File: config.mk
export PLATFORM = sky130hd
export DESIGN_NAME = netlink_attribute_walker_flat
export DESIGN_NICKNAME = d
export VERILOG_FILES = /design/src/rtl/nlaw_pkg.sv /design/src/rtl/nlaw_if.sv /design/src/rtl/nlaw_core.sv /design/src/rtl/nlaw_outq.sv /design/src/rtl/netlink_attribute_walker.sv /design/src/flat_wrapper.sv
export SDC_FILE = /design/constraint.sdc
export NUM_CORES = 1
export LEC_CHECK = 0
export BUFFER_PORTS_ARGS = -buffer_cell sky130_fd_sc_hd__buf_2
export CAP_MARGIN = 20
export CORE_MARGIN = 2
export CORE_UTILIZATION = 60
export CTS_CLUSTER_DIAMETER = 60
export DETAILED_ROUTE_END_ITERATION = 12
export PLACE_DENSITY = 0.79
export SYNTH_ARGS = -nofsm -noshare
export SYNTH_HDL_FRONTEND = slang
export SYNTH_SLANG_ARGS = --single-unit
File: constraint.sdc
create_clock -name clk -period 22.4 [get_ports clk]
set_clock_uncertainty 0.15 [all_clocks]
set_input_delay 4.48 -clock clk [delete_from_list [all_inputs] [get_ports clk]]
set_output_delay 4.48 -clock clk [all_outputs]
set_load 0.005 [all_outputs]
File: src/rtl/nlaw_pkg.sv
// ----------------------------------------------------------------------------
// nlaw_pkg
// Types and constants shared by the netlink attribute walker.
// ----------------------------------------------------------------------------
package nlaw_pkg;

	// end status codes
	localparam logic [1:0] END_CLEAN    = 2'd0;
	localparam logic [1:0] END_SHORT    = 2'd1;
	localparam logic [1:0] END_LEN_LOW  = 2'd2;
	localparam logic [1:0] END_LEN_OVER = 2'd3;

	localparam logic [13:0] MAX_TYPE_RESET = 14'h3FFF;
	localparam logic [15:0] HDR_BYTES      = 16'd4;

	typedef enum logic [3:0] {
		PH_IDLE  = 4'b0001,
		PH_HDR   = 4'b0010,
		PH_SKIP  = 4'b0100,
		PH_DRAIN = 4'b1000
	} phase_t;

	typedef struct packed {
		logic [7:0]  data_byte;
		logic        first_byte;
		logic [15:0] stream_len;
	} nlaw_beat_t;

	typedef struct packed {
		logic        is_attr;
		logic [13:0] attr_type;
		logic [15:0] attr_offset;
		logic [15:0] attr_len;
		logic        stream_end;
		logic [1:0]  end_status;
	} nlaw_result_t;

endpackage

File: src/rtl/nlaw_if.sv
// ----------------------------------------------------------------------------
// nlaw_if
// Valid/ready channels of the walker: byte stream in, attribute reports out.
// ----------------------------------------------------------------------------
interface nlaw_in_if;
	logic        valid;
	logic        ready;
	logic [7:0]  data_byte;
	logic        first_byte;
	logic [15:0] stream_len;

	modport source (output valid, data_byte, first_byte, stream_len, input ready);
	modport sink   (input valid, data_byte, first_byte, stream_len, output ready);
endinterface

interface nlaw_out_if;
	logic        valid;
	logic        ready;
	logic        is_attr;
	logic [13:0] attr_type;
	logic [15:0] attr_offset;
	logic [15:0] attr_len;
	logic        stream_end;
	logic [1:0]  end_status;

	modport source (output valid, is_attr, attr_type, attr_offset, attr_len, stream_end,
		end_status, input ready);
	modport sink   (input valid, is_attr, attr_type, attr_offset, attr_len, stream_end,
		end_status, output ready);
endinterface

File: src/rtl/nlaw_core.sv
// ----------------------------------------------------------------------------
// nlaw_core
// Walk state and per-byte update: header assembly, checks, skip count, end.
// ----------------------------------------------------------------------------
module nlaw_core
	import nlaw_pkg::*;
(
	input  logic         clk,
	input  logic         arst_n,
	input  logic         beat_en,
	input  nlaw_beat_t   beat,
	input  logic [13:0]  max_type,
	output logic         res_push,
	output nlaw_result_t res
);

	logic [15:0] total_len_q;
	logic [15:0] byte_cnt_q;
	logic [15:0] remain_q;
	phase_t      phase_q;
	logic [23:0] hdr_q;
	logic [15:0] skip_q;
	logic [15:0] attr_start_q;
	logic [1:0]  stop_q;

	logic [15:0] total_len_d;
	logic [15:0] byte_cnt_d;
	logic [15:0] remain_d;
	phase_t      phase_d;
	logic [23:0] hdr_d;
	logic [15:0] skip_d;
	logic [15:0] attr_start_d;
	logic [1:0]  stop_d;

	always_comb begin
		logic        rep;
		logic        fin;
		logic        start_hdr;
		logic [1:0]  k;
		logic [15:0] len;
		logic [13:0] typ;
		logic [16:0] len_up;
		logic [16:0] padded;
		logic [15:0] roff;
		total_len_d  = total_len_q;
		byte_cnt_d   = byte_cnt_q;
		remain_d     = remain_q;
		phase_d      = phase_q;
		hdr_d        = hdr_q;
		skip_d       = skip_q;
		attr_start_d = attr_start_q;
		stop_d       = stop_q;
		rep          = 1'b0;
		fin          = 1'b0;
		start_hdr    = 1'b0;
		k            = '0;
		len          = hdr_q[15:0];
		typ          = {beat.data_byte[5:0], hdr_q[23:16]};
		len_up       = {1'b0, len} + 17'd3;
		padded       = {len_up[16:2], 2'b00};
		roff         = attr_start_q;

		if (beat_en) begin
			if (beat.first_byte && beat.stream_len == '0) begin
				phase_d = PH_IDLE;
			end else if (beat.first_byte || phase_q != PH_IDLE) begin
				if (beat.first_byte) begin
					total_len_d  = beat.stream_len;
					byte_cnt_d   = '0;
					remain_d     = beat.stream_len;
					attr_start_d = '0;
					phase_d      = PH_HDR;
					hdr_d        = '0;
					skip_d       = '0;
					stop_d       = END_CLEAN;
				end else begin
					byte_cnt_d = byte_cnt_q + 16'd1;
				end
				roff = attr_start_d;

				unique case (phase_d)
					PH_HDR: begin
						k = byte_cnt_d[1:0] - attr_start_d[1:0];
						if (k == 2'd0 && remain_d < HDR_BYTES) begin
							phase_d = PH_DRAIN;
							stop_d  = END_SHORT;
						end else if (k != 2'd3) begin
							case (k)
								2'd0:    hdr_d[7:0]   = beat.data_byte;
								2'd1:    hdr_d[15:8]  = beat.data_byte;
								default: hdr_d[23:16] = beat.data_byte;
							endcase
						end else if (len < HDR_BYTES) begin
							phase_d = PH_DRAIN;
							stop_d  = END_LEN_LOW;
						end else if (len > remain_d) begin
							phase_d = PH_DRAIN;
							stop_d  = END_LEN_OVER;
						end else begin
							// padding past the stream end is cut at the end
							if (padded > {1'b0, remain_d})
								padded = {1'b0, remain_d};
							remain_d = remain_d - padded[15:0];
							skip_d   = padded[15:0] - HDR_BYTES;
							rep      = (typ <= max_type);
							if (skip_d == '0)
								start_hdr = 1'b1;
							else
								phase_d = PH_SKIP;
						end
					end
					PH_SKIP: begin
						if (skip_d != '0)
							skip_d = skip_d - 16'd1;
						if (skip_d == '0)
							start_hdr = 1'b1;
					end
					default: ;
				endcase

				if (start_hdr) begin
					phase_d      = PH_HDR;
					attr_start_d = byte_cnt_d + 16'd1;
					hdr_d        = '0;
				end

				fin = ({1'b0, byte_cnt_d} + 17'd1) >= {1'b0, total_len_d};
				if (fin)
					phase_d = PH_IDLE;
			end
		end

		res_push        = rep || fin;
		res.is_attr     = rep;
		res.attr_type   = rep ? typ : '0;
		res.attr_offset = rep ? roff : '0;
		res.attr_len    = rep ? len : '0;
		res.stream_end  = fin;
		res.end_status  = fin ? stop_d : END_CLEAN;
	end

	always_ff @(posedge clk or negedge arst_n) begin
		if (!arst_n) begin
			total_len_q  <= '0;
			byte_cnt_q   <= '0;
			remain_q     <= '0;
			phase_q      <= PH_IDLE;
			hdr_q        <= '0;
			skip_q       <= '0;
			attr_start_q <= '0;
			stop_q       <= END_CLEAN;
		end else begin
			total_len_q  <= total_len_d;
			byte_cnt_q   <= byte_cnt_d;
			remain_q     <= remain_d;
			phase_q      <= phase_d;
			hdr_q        <= hdr_d;
			skip_q       <= skip_d;
			attr_start_q <= attr_start_d;
			stop_q       <= stop_d;
		end
	end

endmodule

File: src/rtl/nlaw_outq.sv
// ----------------------------------------------------------------------------
// nlaw_outq
// Two-entry result queue that decouples the walker from the report channel.
// ----------------------------------------------------------------------------
module nlaw_outq
	import nlaw_pkg::*;
(
	input  logic              clk,
	input  logic              arst_n,
	input  logic              push,
	input  nlaw_result_t      push_data,
	output logic              can_push,
	nlaw_out_if.source        report
);

	nlaw_result_t entry_q [2];
	logic         rd_ptr_q;
	logic         wr_ptr_q;
	logic [1:0]   cnt_q;
	logic         pop;
	nlaw_result_t head;

	assign pop      = report.valid && report.ready;
	assign can_push = (cnt_q != 2'd2) || report.ready;
	assign head     = entry_q[rd_ptr_q];

	assign report.valid       = (cnt_q != 2'd0);
	assign report.is_attr     = head.is_attr;
	assign report.attr_type   = head.attr_type;
	assign report.attr_offset = head.attr_offset;
	assign report.attr_len    = head.attr_len;
	assign report.stream_end  = head.stream_end;
	assign report.end_status  = head.end_status;

	always_ff @(posedge clk) begin
		if (push)
			entry_q[wr_ptr_q] <= push_data;
	end

	always_ff @(posedge clk or negedge arst_n) begin
		if (!arst_n) begin
			rd_ptr_q <= 1'b0;
			wr_ptr_q <= 1'b0;
			cnt_q    <= '0;
		end else begin
			if (push)
				wr_ptr_q <= ~wr_ptr_q;
			if (pop)
				rd_ptr_q <= ~rd_ptr_q;
			cnt_q <= cnt_q + {1'b0, push} - {1'b0, pop};
		end
	end

endmodule

File: src/rtl/netlink_attribute_walker.sv
// ----------------------------------------------------------------------------
// netlink_attribute_walker
// Walks a netlink attribute stream one byte per beat and reports attributes.
// ----------------------------------------------------------------------------
//  channel  | dir | payload                                         | handshake
//  stream   | in  | data_byte, first_byte, stream_len               | valid/ready
//  report   | out | is_attr, attr_type, attr_offset, attr_len,      | valid/ready
//           |     | stream_end, end_status                          |
//  cfg      | in  | cfg_wr_data (max_type)                          | cfg_wr_en
//
// One byte per cycle while the queue can take results; a beat is registered,
// then updates the walk state and pushes any result into the queue.
// Results sit in a two-entry queue, so input keeps flowing while a report
// is held; stream stalls only when the queue is full and report is not ready.
// Reset clears the walk state and sets max_type to 16383.
// ----------------------------------------------------------------------------
module netlink_attribute_walker
	import nlaw_pkg::*;
(
	input  logic        clk,
	input  logic        arst_n,
	input  logic        cfg_wr_en,
	input  logic [13:0] cfg_wr_data,
	nlaw_in_if.sink     stream,
	nlaw_out_if.source  report
);

	logic [13:0]  max_type_q;
	logic         valid_s1;
	nlaw_beat_t   beat_s1;
	logic         can_push;
	logic         advance;
	logic         accept;
	logic         res_push;
	nlaw_result_t res;

	assign advance      = valid_s1 && can_push;
	assign stream.ready = !valid_s1 || can_push;
	assign accept       = stream.valid && stream.ready;

	always_ff @(posedge clk or negedge arst_n) begin
		if (!arst_n) begin
			max_type_q <= MAX_TYPE_RESET;
			valid_s1   <= 1'b0;
		end else begin
			if (cfg_wr_en)
				max_type_q <= cfg_wr_data;
			if (accept)
				valid_s1 <= 1'b1;
			else if (advance)
				valid_s1 <= 1'b0;
		end
	end

	always_ff @(posedge clk) begin
		if (accept) begin
			beat_s1.data_byte  <= stream.data_byte;
			beat_s1.first_byte <= stream.first_byte;
			beat_s1.stream_len <= stream.stream_len;
		end
	end

	nlaw_core u_core (
		.clk      (clk),
		.arst_n   (arst_n),
		.beat_en  (advance),
		.beat     (beat_s1),
		.max_type (max_type_q),
		.res_push (res_push),
		.res      (res)
	);

	nlaw_outq u_outq (
		.clk       (clk),
		.arst_n    (arst_n),
		.push      (res_push),
		.push_data (res),
		.can_push  (can_push),
		.report    (report)
	);

endmodule

File: src/flat_wrapper.sv
// flat-port wrapper written by rule: the top's interface ports become plain ports
module netlink_attribute_walker_flat import nlaw_pkg::*;
  (clk, arst_n, cfg_wr_en, cfg_wr_data, stream_valid, stream_data_byte, stream_first_byte, stream_stream_len, stream_ready, report_valid, report_is_attr, report_attr_type, report_attr_offset, report_attr_len, report_stream_end, report_end_status, report_ready);
  nlaw_in_if stream_i ();
  nlaw_out_if report_i ();
  input  logic clk;
  input  logic arst_n;
  input  logic cfg_wr_en;
  input  logic [13:0] cfg_wr_data;
  input wire logic [$bits(stream_i.valid)-1:0] stream_valid;
  input wire logic [$bits(stream_i.data_byte)-1:0] stream_data_byte;
  input wire logic [$bits(stream_i.first_byte)-1:0] stream_first_byte;
  input wire logic [$bits(stream_i.stream_len)-1:0] stream_stream_len;
  output wire logic [$bits(stream_i.ready)-1:0] stream_ready;
  output wire logic [$bits(report_i.valid)-1:0] report_valid;
  output wire logic [$bits(report_i.is_attr)-1:0] report_is_attr;
  output wire logic [$bits(report_i.attr_type)-1:0] report_attr_type;
  output wire logic [$bits(report_i.attr_offset)-1:0] report_attr_offset;
  output wire logic [$bits(report_i.attr_len)-1:0] report_attr_len;
  output wire logic [$bits(report_i.stream_end)-1:0] report_stream_end;
  output wire logic [$bits(report_i.end_status)-1:0] report_end_status;
  input wire logic [$bits(report_i.ready)-1:0] report_ready;
  assign stream_i.valid = stream_valid;
  assign stream_i.data_byte = stream_data_byte;
  assign stream_i.first_byte = stream_first_byte;
  assign stream_i.stream_len = stream_stream_len;
  assign stream_ready = stream_i.ready;
  assign report_valid = report_i.valid;
  assign report_is_attr = report_i.is_attr;
  assign report_attr_type = report_i.attr_type;
  assign report_attr_offset = report_i.attr_offset;
  assign report_attr_len = report_i.attr_len;
  assign report_stream_end = report_i.stream_end;
  assign report_end_status = report_i.end_status;
  assign report_i.ready = report_ready;
  netlink_attribute_walker u_core (.clk(clk), .arst_n(arst_n), .cfg_wr_en(cfg_wr_en), .cfg_wr_data(cfg_wr_data), .stream(stream_i), .report(report_i));
endmodule
==> flow_summary.json, run 1 <==
{
  "grt_setup_unrepaired": "false",
  "cp_data_required_time_ps": 17770,
  "floorplan.core_area_um2": 25110,
  "grtUsageMet2_pct": 46.09,
  "startpoint_class": "primary input",
  "avgViaCountPerCell": 6.264,
  "syn2layout_area_growth_pct": 11.18,
  "ys_ff_latch": 254,
  "postSynthNetCount": 1638,
  "grt_antenna_before_repair": 0,
  "worst_setup_path_end_kind": "output pin",
  "first_global_vias": 11550,
  "finalNetCount": 1706,
  "clk_transition_reported_paths_ps": 60,
  "cts-root-buf": "sky130_fd_sc_hd__clkbuf_16",
  "tritoncts": "done",
  "final.fill_count": 1951,
  "synthFlopType": "sky130_fd_sc_hd__edfxtp_1",
  "synth.cell_area_um2": 15270,
  "antenna_violation_net_count_after_detailed_routing": 0,
  "yosys_warnings": 0,
  "gr-total-overflow": 0,
  "clock_tree.htree_level_count": 1,
  "setup_tns_ps": 0,
  "syn-instance-count": 1511,
  "finalCritPeriodShare_pct": 43.61,
  "rrSetupSlack_ps": 14530,
  "pwr_density_cell_nw_per_um2": 129.0,
  "crit_path_cell_trace": "buf_2 > nor3b_1 > nand2_1 > buf_2",
  "critical_path.reg2reg.startpoint": "u_core.beat_s1[16]",
  "first_iter_violations": 1027,
  "crit_buf_inv": 2,
  "timing.slew.headroom_pct": 25.71,
  "grt_util_met3_pct": 5.333,
  "sequential_element_share_of_the_synthesized_area_pct": 45.83,
  "timing.critical_path.slowest_cell_delay_ps": 270,
  "syn-mean-instance-area_um2": 10.11,
  "grt.busiest_layer": "met2",
  "floorplan.rows": 58,
  "gr-usage-all-layers_pct": 28.98,
  "holdWs_ps": 328.1,
  "remaining_drc_errors": 0,
  "detailroute.via_count": 12100,
  "grt_start_max_net_pins": 91,
  "reg2reg_to": "u_core.u_core.attr_start_q[10]",
  "grt_first_pass_wirelength_mm": 61.11,
  "setup_violations": 0,
  "critical_path.endpoint": "stream_ready",
  "finalMaxSlewViolations": 0,
  "path_delay_family": "simple AND/OR/NAND/NOR gates",
  "post-cts-setup-buffer-count": 0,
  "detailed_place_hpwl_mm": 27.71,
  "grt_use_met1_pct": 40.45,
  "wl_per_cell_um": 19.99,
  "path_class": "in -> out",
  "worst_path_most_repeated_cell": "sky130_fd_sc_hd__buf_2",
  "clock_latency_ps": 560,
  "drive_above_1_share_pct": 16.55,
  "numCtsBuffers": 28,
  "run_status": "finished clean",
  "hold_viol_final": 0,
  "drt_pass1_iterations": 7,
  "gp_routability_congestion": 0.9678,
  "cts.sink_count": 254,
  "worst-path-max-fanout": 3,
  "p_leak_nw": 7.010,
  "synth_enable_flop_cells": 125,
  "start_util_pct": 60.83,
  "clock_tree.buffer_depth": 3,
  "finalWirelength_mm": 38.60,
  "final.min_clock_period_ps": 9768,
  "critical_path_arrival_ps": 5140,
  "die-height_um": 163.6,
  "io-pin-count": 96,
  "critical_path_cell_count": 4,
  "cts_repair_resize_count": 0,
  "worst_margin_slew_ps": 1106,
  "worst-r2r-cell-count": 20,
  "cts_hold_buffers": 0,
  "floorplan.die.width_um": 163.6,
  "crit_path_start": "report_ready",
  "irDropWorstVdd_mv": 0.1124,
  "drv.max_cap_violation_count": 0,
  "num_antenna_cells": 0,
  "netlist-cell-type-count": 77,
  "hold_class": "reg -> reg",
  "synthArstFlopShare_pct": 50.79,
  "dieArea_um2": 26750,
  "fmax_ghz": 0.1024,
  "io_buffer_count": 95,
  "hold_path_depth": 2,
  "critPathSlowestCell": "sky130_fd_sc_hd__nor3b_1"
}
## worst min-delay path by stage
| stage | end | start | slack (ps) |
|---|---|---|---|
| 3_5_place_dp | u_core.u_core.total_len_q[1] | u_core.u_core.total_len_q[1] | 320 |
| 6_report | u_core.u_core.total_len_q[1] | u_core.u_core.total_len_q[1] | 330 |
| 5_1_grt | u_core.u_core.total_len_q[10] | u_core.u_core.total_len_q[10] | 350 |
| 3_3_place_gp | u_core.u_core.remain_q[7] | u_core.u_core.remain_q[7] | 310 |
| 2_1_floorplan | u_core.u_core.remain_q[12] | u_core.u_core.remain_q[12] | 300 |
| 4_1_cts | u_core.u_core.total_len_q[1] | u_core.u_core.total_len_q[1] | 330 |
## per-stage QoR
step	total power, mW	instances	utilization [%]	setup slack [ps]	cell area [um^2]
floorplan	1.423	1511	-	12920	15270
global placement	1.689	1879	63.91	12680	16050
detailed placement	1.715	1879	63.91	12610	16050
CTS	2.178	1931	67.63	12620	16980
global route	2.337	1931	67.63	12580	16980
finish	2.190	1931	67.63	12630	16980
## logic make-up after synthesis
group                    Yosys count  synth area share (%)
other                              1               0.02455
AND/OR/NAND/NOR                  505                 16.60
adder cells (fa/ha/maj)           83                 6.799
AO/OA/AOI/OAI                    359                 15.92
flip-flops                       254                 45.83
XOR/XNOR                          78                 4.473
buffers and inverters            134                 3.539
multiplexers                      97                 6.816
## power by group
group	internal [mW]	switching, mW
registers	0.567	0.107
clock network	0.260	0.196
logic	0.438	0.621
## flip-flops by register name, summed over array words and instances, names as in the netlist
name,count
u_core.beat_s1,25
u_core.max_type_q,14
u_core.u_core.attr_start_q,16
u_core.u_core.byte_cnt_q,16
u_core.u_core.hdr_q,24
u_core.u_core.phase_q,4
u_core.u_core.remain_q,16
u_core.u_core.skip_q,16
u_core.u_core.stop_q,2
u_core.u_core.total_len_q,16
u_core.u_outq.cnt_q,2
u_core.u_outq.entry_q,100
u_core.u_outq.rd_ptr_q,1
u_core.u_outq.wr_ptr_q,1
u_core.valid_s1,1
## layout by cell type (no fill, tap or decap), types with 43 or more instances in the layout
cell type,synthesis,routed
sky130_fd_sc_hd__xnor2_1,52,52
sky130_fd_sc_hd__edfxtp_1,125,125
sky130_fd_sc_hd__inv_1,54,54
sky130_fd_sc_hd__a21oi_1,67,67
sky130_fd_sc_hd__nand3_1,43,43
sky130_fd_sc_hd__buf_2,9,94
sky130_fd_sc_hd__o21ai_0,109,109
sky130_fd_sc_hd__nor3_1,46,45
sky130_fd_sc_hd__nand2_1,149,149
sky130_fd_sc_hd__nor2_1,88,87
sky130_fd_sc_hd__dfrtp_1,114,113
sky130_fd_sc_hd__ha_1,83,83
sky130_fd_sc_hd__mux2_2,56,56
## worst min-delay path, delay by kind of cell (launching register included)
kind             cells  cell delay, ps
flip-flops           1             340
AO/OA/AOI/OAI        1              60
AND/OR/NAND/NOR      1              50
## final cells by class
| class | count | area [um^2] | share of cell area, % |
|---|---|---|---|
| clock buffers | 36 | 772.0 | 4.546 |
| multi-input cells | 1123 | 7782 | 45.83 |
| repair buffers | 117 | 643.1 | 3.787 |
| well taps | 330 | 412.9 | 2.431 |
| clock inverters | 16 | 162.7 | 0.9579 |
| inverters | 55 | 206.4 | 1.216 |
| flip-flops and latches | 254 | 7002 | 41.23 |
## cells in the mapped netlist (4+ instances only)
master,number,share of area (%)
sky130_fd_sc_hd__buf_1,10,0.25
sky130_fd_sc_hd__o21ai_0,109,3.6
sky130_fd_sc_hd__o21a_1,11,0.54
sky130_fd_sc_hd__nor3_1,46,1.5
sky130_fd_sc_hd__a21oi_1,67,2.2
sky130_fd_sc_hd__or2_2,9,0.37
sky130_fd_sc_hd__nand2b_1,12,0.49
sky130_fd_sc_hd__buf_2,9,0.29
sky130_fd_sc_hd__or4_1,7,0.34
sky130_fd_sc_hd__nor2_1,88,2.2
sky130_fd_sc_hd__a31oi_1,15,0.61
sky130_fd_sc_hd__dfrtp_1,114,19
sky130_fd_sc_hd__nor4_1,20,0.82
sky130_fd_sc_hd__nand2_1,149,3.7
sky130_fd_sc_hd__o2bb2ai_1,4,0.23
sky130_fd_sc_hd__xnor2_1,52,3.0
sky130_fd_sc_hd__or3_1,5,0.20
sky130_fd_sc_hd__clkbuf_1,56,1.4
sky130_fd_sc_hd__o21ai_1,4,0.13
sky130_fd_sc_hd__a22oi_1,4,0.20
sky130_fd_sc_hd__ha_1,83,6.8
sky130_fd_sc_hd__inv_1,54,1.3
sky130_fd_sc_hd__o21bai_1,4,0.20
sky130_fd_sc_hd__nand3b_1,7,0.34
sky130_fd_sc_hd__a211oi_1,8,0.39
sky130_fd_sc_hd__nor2b_1,23,0.94
sky130_fd_sc_hd__nand4_1,19,0.78
sky130_fd_sc_hd__mux2_2,56,4.1
sky130_fd_sc_hd__a21o_1,9,0.44
sky130_fd_sc_hd__and2_1,35,1.4
sky130_fd_sc_hd__mux2i_1,41,2.7
sky130_fd_sc_hd__edfxtp_1,125,25
sky130_fd_sc_hd__a21boi_0,4,0.20
sky130_fd_sc_hd__o211ai_1,14,0.69
sky130_fd_sc_hd__and3_1,25,1.0
sky130_fd_sc_hd__a32o_1,10,0.66
sky130_fd_sc_hd__dfstp_2,15,2.6
sky130_fd_sc_hd__nand3_1,43,1.4
sky130_fd_sc_hd__o22ai_1,11,0.45
sky130_fd_sc_hd__a22o_1,40,2.3
sky130_fd_sc_hd__o31a_1,6,0.34
sky130_fd_sc_hd__xor2_1,26,1.5
sky130_fd_sc_hd__a2111oi_0,6,0.34
## routing by layer
metal | up-vias | wire length, um
li1 | 5718 | -
met1 | 5864 | 16700
met2 | 436 | 18090
met3 | 78 | 2679
met4 | 0 | 1130
met5 | - | 0
No activity file was read; power rests on OpenSTA's default activity.
==> run 2: changes to the inputs <==
- clock period: 22.4 -> 9.6 ns (I/O delays scaled with it)
==> flow_summary.json, run 2 (synthesized netlist as in run 1, its figures left out) <==
{
  "place_worst_setup_slack_ps": 2918,
  "worst_path_most_repeated_cell": "sky130_fd_sc_hd__o21ai_0",
  "floorplan.core_area_um2": 25110,
  "postLayoutCoreUtil_pct": 67.98,
  "tritoncts": "done",
  "worst-path-max-fanout": 25,
  "timing.critical_path.slowest_cell_delay_ps": 740,
  "gp_routability_congestion": 0.9754,
  "switching_share_pct": 42.72,
  "cts_hold_buffers": 0,
  "numCtsBuffers": 29,
  "grt_setup_unrepaired": "false",
  "largest_reg_flops": 100,
  "syn2layout_area_growth_pct": 11.76,
  "io-pin-count": 96,
  "power_frac_comb_pct": 49.3,
  "path_class": "reg -> reg",
  "startpoint_class": "flip-flop",
  "cts_repair_resize_count": 0,
  "io_buffer_count": 95,
  "net-switching-power_mw": 2.229,
  "holdWs_ps": 328.9,
  "setup_tns_ps": 0,
  "worst_setup_path_end_kind": "flip-flop",
  "reg.largest.list": "u_core.u_outq.entry_q: 100 flops, u_core.beat_s1: 25 flops, u_core.u_core.hdr_q: 24 flops",
  "avgViaCountPerCell": 6.372,
  "gr-usage-all-layers_pct": 30.88,
  "clk_transition_reported_paths_ps": 60,
  "cts.sink_count": 254,
  "wl_per_cell_um": 21.11,
  "crit_path_start": "u_core.u_core.hdr_q[2]",
  "drv.max_cap_violation_count": 0,
  "start_util_pct": 60.83,
  "cts-root-buf": "sky130_fd_sc_hd__clkbuf_16",
  "power.sequential.fraction_pct": 30.2,
  "fin_cells": 1941,
  "power_frac_clock_pct": 20.5,
  "clock_latency_ps": 560,
  "critical_path_arrival_ps": 7150,
  "power.internal_mw": 2.988,
  "grt_antenna_before_repair": 2,
  "detailed_place_hpwl_mm": 29.37,
  "first_iter_violations": 1481,
  "register_area_um2": 7002,
  "multi_input_area_um2": 7782,
  "most_common_cell_after_layout_fill_and_taps_aside": "sky130_fd_sc_hd__nand2_1",
  "fmax_ghz": 0.1459,
  "hold_class": "reg -> reg",
  "pwr_density_cell_nw_per_um2": 305.6,
  "drive_above_1_share_pct": 16.89,
  "cp_data_required_time_ps": 9890,
  "placedCellCount": 1884,
  "largest_register": "u_core.u_outq.entry_q",
  "grt_start_max_net_pins": 81,
  "detailroute.via_count": 12370,
  "worstHoldStart": "u_core.u_core.total_len_q[9]",
  "critical_path.reg2reg.startpoint": "u_core.u_core.hdr_q[2]",
  "floorplan.die.width_um": 163.6,
  "gr-total-overflow": 0,
  "floorplan.rows": 58,
  "finalNetCount": 1714,
  "clock_tree.htree_level_count": 1,
  "dieArea_um2": 26750,
  "hold_viol_final": 0,
  "timing.slew.headroom_pct": 33.23,
  "finalMaxSlewViolations": 0,
  "run_status": "finished clean",
  "die-height_um": 163.6,
  "final_cell_mix": "sky130_fd_sc_hd__nand2_1, sky130_fd_sc_hd__edfxtp_1, sky130_fd_sc_hd__dfrtp_1",
  "worst_margin_slew_ps": 993.9,
  "p_leak_nw": 7.048,
  "antenna_violation_net_count_after_detailed_routing": 0,
  "irDropWorstVdd_mv": 0.3199,
  "finalWirelength_mm": 40.98,
  "first_global_vias": 11880,
  "grt_first_pass_wirelength_mm": 64.66,
  "fin_ws_ps": 2747,
  "clock_tree.buffer_depth": 3,
  "finalCritPeriodShare_pct": 71.38,
  "final.fill_count": 1904,
  "crit_path_cell_trace": "o211ai_1 > nor4_1 > xnor2_1 > inv_1 > ha_1 > nand3_1 > nor3_1 > a2111o_1 > o21ai_0 > buf_4 > nand2_1 > buf_4 > o21ai_0 > ha_1 > inv_1 > nor3_1 > xnor2_1 > o21ai_0 > mux2_2 > nand4_1 > o31ai_4 > o21ai_2 > a22o_1",
  "drt_pass1_iterations": 6,
  "critPathSlowestCell": "sky130_fd_sc_hd__nor4_1",
  "post-cts-setup-buffer-count": 0,
  "remaining_drc_errors": 0,
  "setup_violations": 0,
  "final.min_clock_period_ps": 6853
}
-- run 2: changes by cell type in the layout (fill, tap and decap cells not counted), sizes merged --
cell	before	now
inv	57	59
diode	0	1
clkinv	13	4
clkbuf	36	42
buf	117	124
clkinvlp	0	3
-- run 2: per-stage QoR --
stage,total power [mW],cell area (um^2)
final,5.217,17070
after global routing,5.561,17070
after floorplan,3.319,15270
after CTS,5.164,17020
after detailed placement,4.069,16080
after global placement,4.018,16080
-- run 2: cell type report --
class	count	share of cell area, %
multi-input combinational	1123	45.59
sequential	254	41.02
clock buffer	42	4.772
timing repair buffer	124	4.251
tap	330	2.419
inverter	55	1.209
clock inverter	12	0.7256
antenna	1	0.01466
-- run 2: power groups by stage --
stage / Sequential, mW / Clock (mW) / Combinational (mW)
after global routing: 1.60 / 1.13 / 2.83
after floorplan: 1.45 / 0 / 1.87
after detailed placement: 1.61 / 0 / 2.46
final: 1.58 / 1.07 / 2.57
after CTS: 1.59 / 1.09 / 2.48
after global placement: 1.60 / 0 / 2.42
-- run 2: critical path: cells and delay by family, from the launching register on --
family                     cells  cell delay [ps]
and+or+nand+nor                6             1470
adders and majority gates      2              650
xor gates and xnor gates       2              400
AOI/OAI and AO/OA              8             2660
DFF                            1              500
buffers and inverters          4              690
muxes                          1              210
-- run 2: worst paths after layout --
path | end | slack [ps] | depth (start not counted)
min | u_core.u_core.total_len_q[9] | 330 | 2
max reg2reg | u_core.u_core.attr_start_q[4] | 2750 | 23
max | u_core.u_core.attr_start_q[4] | 2750 | 23
min reg2reg | u_core.u_core.total_len_q[9] | 330 | 2
min in group asynchronous | u_core.u_core.total_len_q[10] | 1240 | 1
max in group asynchronous | u_core.max_type_q[4] | 6800 | 3
-- run 2: layer usage --
layer  global-route usage, %  share of wire, %  up-vias  wire [um]
li1                        -                 -     5738          -
met1                   42.04                42     5912      17250
met2                   49.73                46      589      18950
met3                   5.256               7.7      127       3148
met4                   11.88               3.9        2       1615
met5                       0             0.032        -         13
==> run 3: changes to the inputs <==
- clock period: 9.6 -> 6.7 ns (I/O delays scaled with it)
==> flow_summary.json, run 3 (synthesized netlist as in run 1, its figures left out) <==
{
  "fmax_ghz": 0.1576,
  "numCtsBuffers": 28,
  "critical_path.reg2reg.startpoint": "u_core.u_core.hdr_q[2]",
  "drive_above_1_share_pct": 18.27,
  "irDropWorstVdd_mv": 0.3659,
  "io_buffer_count": 95,
  "cts.sink_count": 254,
  "die-height_um": 163.6,
  "largest_reg_flops": 100,
  "cts-root-buf": "sky130_fd_sc_hd__clkbuf_16",
  "grt_first_pass_wirelength_mm": 65.72,
  "crit_path_start": "u_core.u_core.hdr_q[2]",
  "floorplan.rows": 58,
  "finalNetCount": 1736,
  "register_area_um2": 7002,
  "placed_cell_area_um2": 16240,
  "final_cell_mix": "sky130_fd_sc_hd__nand2_1, sky130_fd_sc_hd__edfxtp_1, sky130_fd_sc_hd__dfrtp_1",
  "io-pin-count": 96,
  "switching_share_pct": 42.44,
  "grt_start_max_net_pins": 85,
  "clock_latency_ps": 550,
  "multi_input_area_um2": 7791,
  "routed.top_layer": "met4",
  "avgViaCountPerCell": 6.349,
  "fin_cells": 1961,
  "hold_class": "reg -> reg",
  "grt_antenna_before_repair": 0,
  "tritoncts": "done",
  "setup_tns_ps": 0,
  "wl_per_cell_um": 21.43,
  "antenna_violation_net_count_after_detailed_routing": 0,
  "critical_path_arrival_ps": 6670,
  "drv.max_cap_violation_count": 0,
  "first_iter_violations": 1202,
  "postLayoutCellArea_um2": 17280,
  "gr-total-overflow": 0,
  "met3_wirelength_mm": 3.144,
  "gp_routability_congestion": 1.080,
  "timing.critical_path.slowest_cell_delay_ps": 520,
  "power.internal_mw": 4.355,
  "hold_viol_final": 0,
  "first_global_vias": 11830,
  "setup_violations": 0,
  "finalCritPeriodShare_pct": 94.70,
  "power_frac_comb_pct": 50.2,
  "worst-path-max-fanout": 9,
  "fin_ws_ps": 355.3,
  "critPathSlowestCell": "sky130_fd_sc_hd__dfrtp_1",
  "start_util_pct": 60.83,
  "place_worst_setup_slack_ps": 400.2,
  "dieArea_um2": 26750,
  "placedCellCount": 1900,
  "met2_wirelength_mm": 19.54,
  "finalWirelength_mm": 42.03,
  "most_common_cell_after_layout_fill_and_taps_aside": "sky130_fd_sc_hd__nand2_1",
  "worst_setup_path_end_kind": "flip-flop",
  "path_class": "reg -> reg",
  "net-switching-power_mw": 3.211,
  "detailroute.via_count": 12450,
  "floorplan.core_area_um2": 25110,
  "total_power_mw": 7.565,
  "remaining_drc_errors": 0,
  "worst_margin_slew_ps": 1060,
  "syn2layout_area_growth_pct": 13.16,
  "clock_tree.htree_level_count": 1,
  "worstHoldStart": "u_core.u_core.remain_q[2]",
  "floorplan.die.width_um": 163.6,
  "pwr_density_cell_nw_per_um2": 437.7,
  "run_status": "finished clean",
  "worst_path_most_repeated_cell": "sky130_fd_sc_hd__buf_4",
  "power_frac_clock_pct": 20.6,
  "clk_transition_reported_paths_ps": 60,
  "largest_register": "u_core.u_outq.entry_q",
  "gr-usage-all-layers_pct": 31.55,
  "startpoint_class": "flip-flop",
  "reg.largest.list": "u_core.u_outq.entry_q: 100 flops, u_core.beat_s1: 25 flops, u_core.u_core.hdr_q: 24 flops",
  "final.min_clock_period_ps": 6345,
  "power.sequential.fraction_pct": 29.2,
  "p_leak_nw": 7.170,
  "drt_pass1_iterations": 6,
  "finalMaxSlewViolations": 0,
  "final.fill_count": 1902,
  "timing.slew.headroom_pct": 28.76,
  "detailed_place_hpwl_mm": 30.49,
  "cp_data_required_time_ps": 7020,
  "clock_tree.buffer_depth": 3,
  "num_antenna_cells": 0,
  "sum_of_routed_wire_segments_on_met1_mm": 17.77
}
-- run 3: changes by cell type in the layout (fill, tap and decap cells not counted), sizes merged --
cell | previous run | this run
buf | 124 | 146
clkbuf | 42 | 36
bufinv | 1 | 3
clkinv | 4 | 7
diode | 1 | 0
-- run 3: cell type report --
class	count	area share [%]
clock inverters	17	1.158
repair buffers	147	5.343
well taps	330	2.389
flip-flops and latches	254	40.51
clock buffers	35	4.322
multi-input cells	1123	45.08
inverters	55	1.195
-- run 3: worst paths after layout --
| check | endpoint | cells after the start | slack, ps |
|---|---|---|---|
| worst max-delay path | u_core.u_core.hdr_q[16] | 25 | 360 |
| worst min-delay path | u_core.u_core.remain_q[2] | 2 | 330 |
| worst max register to register | u_core.u_core.hdr_q[16] | 25 | 360 |
| worst min register to register | u_core.u_core.remain_q[2] | 2 | 330 |
| max in group asynchronous | u_core.max_type_q[5] | 3 | 4570 |
| min in group asynchronous | u_core.u_core.remain_q[11] | 1 | 640 |
-- run 3: per-layer routing --
| layer | vias to the layer above | global-route usage, % |
|---|---|---|
| met5 | - | 0 |
| met2 | 558 | 50.59 |
| met3 | 96 | 4.926 |
| met4 | 0 | 11.92 |
| li1 | 5778 | - |
| met1 | 6019 | 43.50 |
-- run 3: timing repair --
item / in CTS / in global routing
gates resized for setup: 0 / 3
setup endpoints to repair: 0 / 40
hold buffers: 0 / 0
buffers inserted: 0 / 7
-- run 3: power groups by stage --
stage	Sequential, mW	Combinational [mW]	Clock [mW]
6_report	2.21	3.80	1.56
5_1_grt	2.24	4.16	1.64
4_1_cts	2.20	3.72	1.57
3_5_place_dp	2.22	3.69	0
3_3_place_gp	2.25	3.59	0
2_1_floorplan	2.07	2.69	0
-- run 3: metrics by stage --
step                      hold WS [ps]  util (%)
after floorplan                  299.2         -
after global placement           312.5     64.58
after detailed placement         319.7     64.66
after CTS                        333.4     68.43
after global routing             351.2     68.83
final                            329.5     68.83
-- run 3: critical path: cells and delay by family (launching register included) --
family / cells / cell delay (ps)
AO/OA/AOI/OAI: 8 / 2190
AND/OR/NAND/NOR: 7 / 1150
buffers and inverters: 5 / 840
adder cells (fa/ha/maj): 2 / 640
flip-flops: 1 / 520
XOR/XNOR: 2 / 490
multiplexers: 1 / 300
